--- config.mk ---
export PLATFORM = sky130hd
export DESIGN_NAME = tcgr_raster
export DESIGN_NICKNAME = d
export VERILOG_FILES = /design/src/sv/tcgr_pkg.sv /design/src/sv/tcgr_raster.sv
export SDC_FILE = /design/constraint.sdc
export NUM_CORES = 1
export LEC_CHECK = 0
export ABC_AREA = 1
export BUFFER_PORTS_ARGS = -buffer_cell sky130_fd_sc_hd__clkbuf_2
export CAP_MARGIN = 30
export CORE_MARGIN = 3
export CORE_UTILIZATION = 55
export DETAILED_ROUTE_END_ITERATION = 8
export PLACE_DENSITY = 0.73
export SKIP_CTS_REPAIR_TIMING = 1
export SYNTH_ARGS = -nofsm -noshare
export SYNTH_HDL_FRONTEND = slang
export SYNTH_SLANG_ARGS = --single-unit
--- constraint.sdc ---
create_clock -name clk -period 13.5 [get_ports clk]
set_input_delay 1.35 -clock clk [delete_from_list [all_inputs] [get_ports clk]]
set_output_delay 1.35 -clock clk [all_outputs]
set_load 0.02 [all_outputs]
--- src/sv/tcgr_pkg.sv ---
// Shared types, codes and helper functions for the text console glyph renderer.
`default_nettype none

package tcgr_pkg;

  localparam int IDX_W = 24;
  localparam int CFG_W = 24;
  localparam int CFG_INDEX_W = 3;

  typedef enum logic [1:0] {
    OP_PUT  = 2'd0,
    OP_LOAD = 2'd1,
    OP_SET  = 2'd2
  } op_t;

  localparam logic [7:0] CHAR_CR = 8'd13;
  localparam logic [7:0] CHAR_LF = 8'd10;

  localparam logic [CFG_INDEX_W-1:0] CFG_FB_WIDTH     = 3'd0;
  localparam logic [CFG_INDEX_W-1:0] CFG_TEXT_COLUMNS = 3'd1;
  localparam logic [CFG_INDEX_W-1:0] CFG_TEXT_ROWS    = 3'd2;
  localparam logic [CFG_INDEX_W-1:0] CFG_FG_COLOR     = 3'd3;
  localparam logic [CFG_INDEX_W-1:0] CFG_BG_COLOR     = 3'd4;
  localparam logic [CFG_INDEX_W-1:0] CFG_COLOR_MODE   = 3'd5;

  typedef struct packed {
    logic [1:0]  op;
    logic [7:0]  char_code;
    logic [10:0] font_addr;
    logic [7:0]  font_byte;
    logic [9:0]  new_col;
    logic [9:0]  new_row;
  } in_item_t;

  typedef struct packed {
    logic             pixel_valid;
    logic [IDX_W-1:0] pixel_index;
    logic [23:0]      pixel_value;
    logic             scroll_request;
    logic [9:0]       cursor_col_out;
    logic [9:0]       cursor_row_out;
    logic             last;
  } out_item_t;

  typedef struct packed {
    logic             valid;
    logic [IDX_W-1:0] index;
    logic             fg_sel;
    logic             fin;
  } pix_t;

  typedef enum logic [2:0] {
    R_IDLE,
    R_ORIGIN,
    R_MUL,
    R_ADDX,
    R_EMIT
  } rast_state_t;

  function automatic logic [10:0] clamp_count(input logic [10:0] v);
    logic [10:0] r;
    if (v == 11'd0) begin
      r = 11'd1;
    end else if (v > 11'd1024) begin
      r = 11'd1024;
    end else begin
      r = v;
    end
    return r;
  endfunction

  function automatic logic [23:0] to565(input logic [23:0] c);
    return {8'd0, c[23:19], c[15:10], c[7:3]};
  endfunction

endpackage

`default_nettype wire

--- src/sv/tcgr_raster.sv ---
// Glyph raster sequencer: walks the glyph bits and steps the pixel index with one shared adder.
`default_nettype none

module tcgr_raster #(
  parameter int GLYPH_WIDTH = 6,
  parameter int GLYPH_HEIGHT = 10,
  parameter int GLYPH_COUNT = 256,
  localparam int GLYPH_BITS = GLYPH_WIDTH * GLYPH_HEIGHT,
  localparam int FONT_BYTES = (GLYPH_COUNT * GLYPH_BITS + 7) / 8,
  localparam int BYTE_AW = $clog2(FONT_BYTES)
) (
  input  wire logic               clk,
  input  wire logic               rst,
  input  wire logic               start,
  input  wire logic [7:0]         code,
  input  wire logic [9:0]         col,
  input  wire logic [9:0]         row,
  input  wire logic [12:0]        fb_width,
  input  wire logic               take,
  input  wire logic [7:0]         rd_data,
  output logic                    busy,
  output logic                    rd_en,
  output logic      [BYTE_AW-1:0] rd_addr,
  output tcgr_pkg::pix_t          pix
);

  import tcgr_pkg::*;

  localparam int BIT_W = BYTE_AW + 3;
  localparam int OY_W = $clog2(GLYPH_HEIGHT * 1024);
  localparam int OX_W = $clog2(GLYPH_WIDTH * 1024);
  localparam int PW = OY_W + 13;
  localparam int SX_W = $clog2(GLYPH_WIDTH);
  localparam int SY_W = $clog2(GLYPH_HEIGHT);

  rast_state_t state, state_next;

  logic [7:0]       code_q;
  logic [9:0]       col_q;
  logic [9:0]       row_q;
  logic             code_ok;
  logic [OY_W-1:0]  oy;
  logic [OX_W-1:0]  ox;
  logic [IDX_W-1:0] step;
  logic [IDX_W-1:0] idx;
  logic [BIT_W-1:0] nbit;
  logic [SX_W-1:0]  sx;
  logic [SY_W-1:0]  sy;

  logic [PW-1:0]    prod;
  logic [IDX_W-1:0] add_b;
  logic [IDX_W-1:0] sum;
  logic             row_end;
  logic             fin;
  logic [BIT_W-1:0] nbit_inc;

  assign row_end  = (sx == SX_W'(GLYPH_WIDTH - 1));
  assign fin      = row_end && (sy == SY_W'(GLYPH_HEIGHT - 1));
  assign nbit_inc = nbit + BIT_W'(1);
  assign prod     = PW'(oy) * PW'(fb_width);

  always_comb begin
    if (state == R_ADDX) begin
      add_b = IDX_W'(ox);
    end else if (row_end) begin
      add_b = step;
    end else begin
      add_b = IDX_W'(1);
    end
    sum = idx + add_b;
  end

  always_comb begin
    state_next = state;
    unique case (state)
      R_IDLE: begin
        if (start) begin
          state_next = R_ORIGIN;
        end
      end
      R_ORIGIN: state_next = R_MUL;
      R_MUL:    state_next = R_ADDX;
      R_ADDX:   state_next = R_EMIT;
      R_EMIT: begin
        if (take && fin) begin
          state_next = R_IDLE;
        end
      end
      default:  state_next = R_IDLE;
    endcase
  end

  always_comb begin
    busy    = (state != R_IDLE);
    rd_en   = 1'b0;
    rd_addr = nbit[BIT_W-1:3];
    pix     = '0;
    unique case (state)
      R_ADDX: begin
        rd_en = 1'b1;
      end
      R_EMIT: begin
        pix.valid  = 1'b1;
        pix.index  = idx;
        pix.fg_sel = code_ok && rd_data[nbit[2:0]];
        pix.fin    = fin;
        rd_addr    = nbit_inc[BIT_W-1:3];
        rd_en      = take && !fin && (nbit[2:0] == 3'd7);
      end
      default: begin
      end
    endcase
  end

  always_ff @(posedge clk) begin
    if (rst) begin
      state <= R_IDLE;
    end else begin
      state <= state_next;
    end
  end

  always_ff @(posedge clk) begin
    unique case (state)
      R_IDLE: begin
        code_q <= code;
        col_q  <= col;
        row_q  <= row;
      end
      R_ORIGIN: begin
        code_ok <= ({1'b0, code_q} < 9'(GLYPH_COUNT));
        oy      <= OY_W'(GLYPH_HEIGHT * row_q);
        ox      <= OX_W'(GLYPH_WIDTH * col_q);
        step    <= IDX_W'(fb_width) - IDX_W'(GLYPH_WIDTH - 1);
        if ({1'b0, code_q} < 9'(GLYPH_COUNT)) begin
          nbit <= BIT_W'(GLYPH_BITS * code_q);
        end else begin
          nbit <= '0;
        end
        sx <= '0;
        sy <= '0;
      end
      R_MUL: begin
        idx <= prod[IDX_W-1:0];
      end
      R_ADDX: begin
        idx <= sum;
      end
      R_EMIT: begin
        if (take && !fin) begin
          idx  <= sum;
          nbit <= nbit_inc;
          if (row_end) begin
            sx <= '0;
            sy <= sy + SY_W'(1);
          end else begin
            sx <= sx + SX_W'(1);
          end
        end
      end
      default: begin
      end
    endcase
  end

endmodule

`default_nettype wire

== Word level (Yosys, flattened, before mapping) ==
Index checks and enable logic that the tools add are counted.

* Register bits after elaboration: 125
* Output and inout bits: 40

* Add/sub/neg operators: 5
* $mul: 4
* Magnitude comparators: 1
* Eq/ne operators: 11
* Multiplexer cells: 20
* Reductions and logical operators: 13

{| class="wikitable"
|+ Operators by type and width
! kind !! count
|-
| $mux W24 || 3
|-
| $pmux W24 S3 || 1
|-
| $pmux W14 S2 || 1
|-
| $mux W27 || 1
|-
| $add A24 B24 Y24 || 1
|-
| $mul A13 B13 Y23 || 1
|-
| $pmux W3 S5 || 1
|-
| $add A14 B1 Y14 const B || 1
|-
| $mux W14 || 1
|-
| $sub A13 B3 Y14 const B || 1
|-
| $mul A3 B10 Y13 const A || 1
|-
| $mul A2 B10 Y12 const A || 1
|-
| $mul A4 B8 Y12 const A || 1
|-
| $mux W3 || 4
|-
| $mux W11 || 1
|-
| $eq A3 B3 Y1 const B || 3
|-
| $mux W4 || 2
|-
| $ne A2 B2 Y1 const B || 4
|-
| $pmux W4 S2 || 1
|-
| $eq A3 B2 Y1 const B || 2
|-
| $pmux W3 S2 || 1
|-
| $reduce_and A2 Y1 || 3
|-
| $reduce_bool A3 Y1 || 2
|-
| $add A4 B1 Y4 const B || 1
|-
| other kinds (12) || 15
|}

== Longest topological paths before layout ==
* Depth in word-level cells: 6
* Mapped depth: 27
* Mapped depth without buffers: 25

== Worst setup path after synthesis ==
Ideal clock, no wire load.

* Path type: input-to-reg
* Start point: input fb_width[9]
* End point: register idx[17], data pin
* Library setup time: 253 ps
* Arrival time: 5,780 ps
* Required time: 13,247 ps
* Path slack: 7,467 ps
* Cell stages on the path: 21
* Cell sequence: clkbuf_1 clkbuf_1 nand2_1 fa_1 inv_1 fa_1 fa_1 fa_1 inv_1 fa_1 inv_1 ha_1 nand2_1 inv_1 nand2_1 nand3_1 a21oi_1 nand2_1 or2_1 nand3_1 nand2_1

* Longest elaborated chain between the ends: 2

{| class="wikitable"
|+ Ends and longest elaborated chain
! what !! line !! source
|-
| start: declaration || tcgr_raster.sv:18 || <nowiki>input wire logic [12:0] fb_width,</nowiki>
|-
| $mul A13 B13 Y23 || tcgr_raster.sv:60 || <nowiki>assign prod = PW'(oy) * PW'(fb_width);</nowiki>
|-
| $pmux W24 S3 || tcgr_raster.sv:124 || <nowiki>unique case (state)</nowiki>
|-
| end signal: assignment || tcgr_raster.sv:144 || <nowiki>idx <= prod[IDX_W-1:0];</nowiki>
|-
| end signal: assignment || tcgr_raster.sv:147 || <nowiki>idx <= sum;</nowiki>
|-
| end signal: assignment || tcgr_raster.sv:151 || <nowiki>idx <= sum;</nowiki>
|-
| end: declaration || tcgr_raster.sv:45 || <nowiki>logic [IDX_W-1:0] idx;</nowiki>
|}

No other way between the ends.
A chain may end at the register's enable or synchronous reset.

== Final worst setup path ==
* Start point: input fb_width[9]
* End point: register idx[23], data pin

The elaborated chain is that of the path after synthesis.

==> flow_summary.ini <==
[finish]
syn2layout_area_growth_pct = 8.99
regArea_um2 = 3420
stdcell_count = 2185
layout_common_cells = nand2_1, inv_1, fa_1, ha_1, edfxtp_1
nFillCells = 2195
drive_gt1_share_pct = 9.24
final_common_cell = nand2_1
multi_input_area_um2 = 8830
nets = 2166
num_antenna_cells = 0

[min_path]
hp-class = flop to flop
worstHoldPathCells = 1

[route]
first_iter_violations = 638
drc = 0
ant_nets = 0
vias = 11500
wl_um = 32400
routedWlPerCell_um = 14.8
first_pass_iters = 8
viasPerCell = 5.27

[sta]
setup_viol = 0
tightest_slew_ps = 674
maxSlewViolCount = 0
fmax_mhz = 169
period_share_pct = 43.9
rsz0062_at_grt = false
finClkSkew_ps = 14.1
setup_tns_ps = 0
maxSlewHeadroom_pct = 55.0
period_needed_ps = 5920
hold_violations = 0

[synthesis]
synth_seq_cells = 115
synthXorXnorAreaFrac_pct = 3.14
synthSimpleGateAreaFrac_pct = 23.0
synth_compound_area_share_pct = 6.22
yosysTopAreaCell = edfxtp_1
yosysSeqAreaShare_pct = 24.5
synthAdderAreaFrac_pct = 30.9
synth.area.top_cells = edfxtp_1, fa_1, nand2_1, ha_1, inv_1
synthesis.nets = 2097
synth_top_area_share_pct = 24.1
synth_mux_area_share_pct = 0
syn-cell-area_um2 = 14000
syn_area_per_cell_um2 = 7.84
synth_top_family_by_area = adder cells
ys_types = 49
yosys_warnings = 0
synthCells = 1780

[worst_setup_path]
crit_slowest_cell = fa_1
worstRegToRegCells = 20
crit_family = adder cells
path_class = input pin to flop
cpPeakStageDelay_ps = 570
path_depth = 21
worstPathArrival_ps = 6090
cp-start-kind = input pin
cp-end-kind = flop
cp_data_required_time_ps = 13670
crit_chain = clkbuf_2 > nand2_1 > fa_1 > inv_1 > fa_1 > fa_1 > fa_1 > inv_1 > fa_1 > inv_1 > ha_1 > nand2_1 > nor2_1 > and2_1 > nand3_1 > nand3_1 > inv_1 > nand2_1 > nand2_1 > nand2_1 > nand2_1
critPathMaxFanout = 16
path_buf_inv = 5
cpMostUsedCell = nand2_1

[clock_tree]
cts_buffers = 17
cts-root-buf = clkbuf_16
cts_tree = yes
clock_latency_ps = 420
clock_path_buffers = 2
cts_sinks = 115
clk_pin_slew_ps = 60
htree_levels = 4

[global_route]
antenna_found_initial = 0
grt_pass1_vias = 11500
grt_first_pass_wirelength_um = 54500
grt_usage_pct = 25.2
grt_max_degree = 45
grt_overflow = 0

[job]
cap_violations = 0

[placed_design]
port_buffers = 92
hpwl_um = 26300
place_inst = 2154
gp_congestion = 0.963

[floorplanning]
core_area_um2 = 24600
die_x_um = 165
start_util_pct = 56.7
num_rows = 57
io-pin-count = 93
die_h_um = 165
dieArea_um2 = 27300

[status]
status = complete, no violations
worst reg2reg max path, cell delays in order, from the launching register on:
cell,delay [ps]
edfxtp_1,730
nand2_1,200
fa_1,570
inv_1,50
fa_1,470
fa_1,520
fa_1,560
inv_1,60
fa_1,530
inv_1,50
ha_1,370
nand2_1,140
nor2_1,240
and2_1,190
nand3_1,80
nand3_1,110
inv_1,50
nand2_1,50
nand2_1,70
nand2_1,70
nand2_1,60
registers in the layout, indices dropped and copies added (netlist names):
register / cells
code_q: 8
col_q: 10
idx: 24
nbit: 14
ox: 12
oy: 13
row_q: 10
state: 3
step: 14
sx: 3
sy: 4
Yosys cell counts (all sizes together):
cell type	n
nand2	495
inv	400
fa	135
ha	129
edfxtp	112
nor2	108
nand3	87
a21oi	70
o21ai	61
xor2	35
clkbuf	33
nand4	21
nor3	18
xnor2	15
buf	13
nand3b	9
a21o	6
or2	6
o21bai	5
a31oi	3
and2	3
dfxtp	3
a21boi	2
nor4	2
o21a	2
o31ai	2
o32ai	2
a211oi	1
and3	1
o211ai	1
path summary, 6_finish.rpt:
check                                           start               endpoint  slack [ps]
worst max-delay path                      fb_width[9]      idx[23]$_DFFE_PP_        7580
worst min register to register  state[0]$_SDFFE_PP0P_  state[0]$_SDFFE_PP0P_         490
worst min-delay path            state[0]$_SDFFE_PP0P_  state[0]$_SDFFE_PP0P_         490
worst max register to register        oy[5]$_DFFE_PP_      idx[23]$_DFFE_PP_        8100
area by class of cell:
| class | instances | share of cell area, % |
|---|---|---|
| multi-input cells | 1219 | 58.1 |
| flip-flops and latches | 115 | 22.5 |
| inverters | 400 | 9.87 |
| repair buffers | 96 | 3.49 |
| clock buffers | 18 | 2.82 |
| well taps | 324 | 2.66 |
| clock inverters | 13 | 0.576 |
cell families (layout without fill, tap and decap cells):
family | count (synthesis) | after routing
flops | 115 | 115
compound gates | 155 | 155
xor+xnor | 50 | 50
fa+ha+maj | 264 | 264
buf+inv | 446 | 527
simple gates | 750 | 750
layer usage:
layer | track usage, % | part of all wire [%] | wire [um] | up-vias
met5 | 0 | 0 | 0 | -
met1 | 32.9 | 42 | 13700 | 5458
met4 | 8.24 | 2.7 | 888 | 0
met2 | 43.1 | 49 | 15800 | 367
li1 | - | - | - | 5639
met3 | 3.64 | 6.3 | 2040 | 57
per-stage QoR:
| stage | setup WS, ps | util [%] | hold slack, ps | area, um2 |
|---|---|---|---|---|
| floorplan | 7470 | - | 433 | 14000 |
| global placement | 7320 | 59.5 | 480 | 14600 |
| detailed placement | 7190 | 59.7 | 481 | 14700 |
| CTS | 7600 | 61.8 | 494 | 15200 |
| global route | 7330 | 61.8 | 506 | 15200 |
| finish | 7580 | 61.8 | 495 | 15200 |
Power is left out: the tool's default activity adds up to more than one toggle a clock period on the data nets, which glitch-free logic cannot reach.
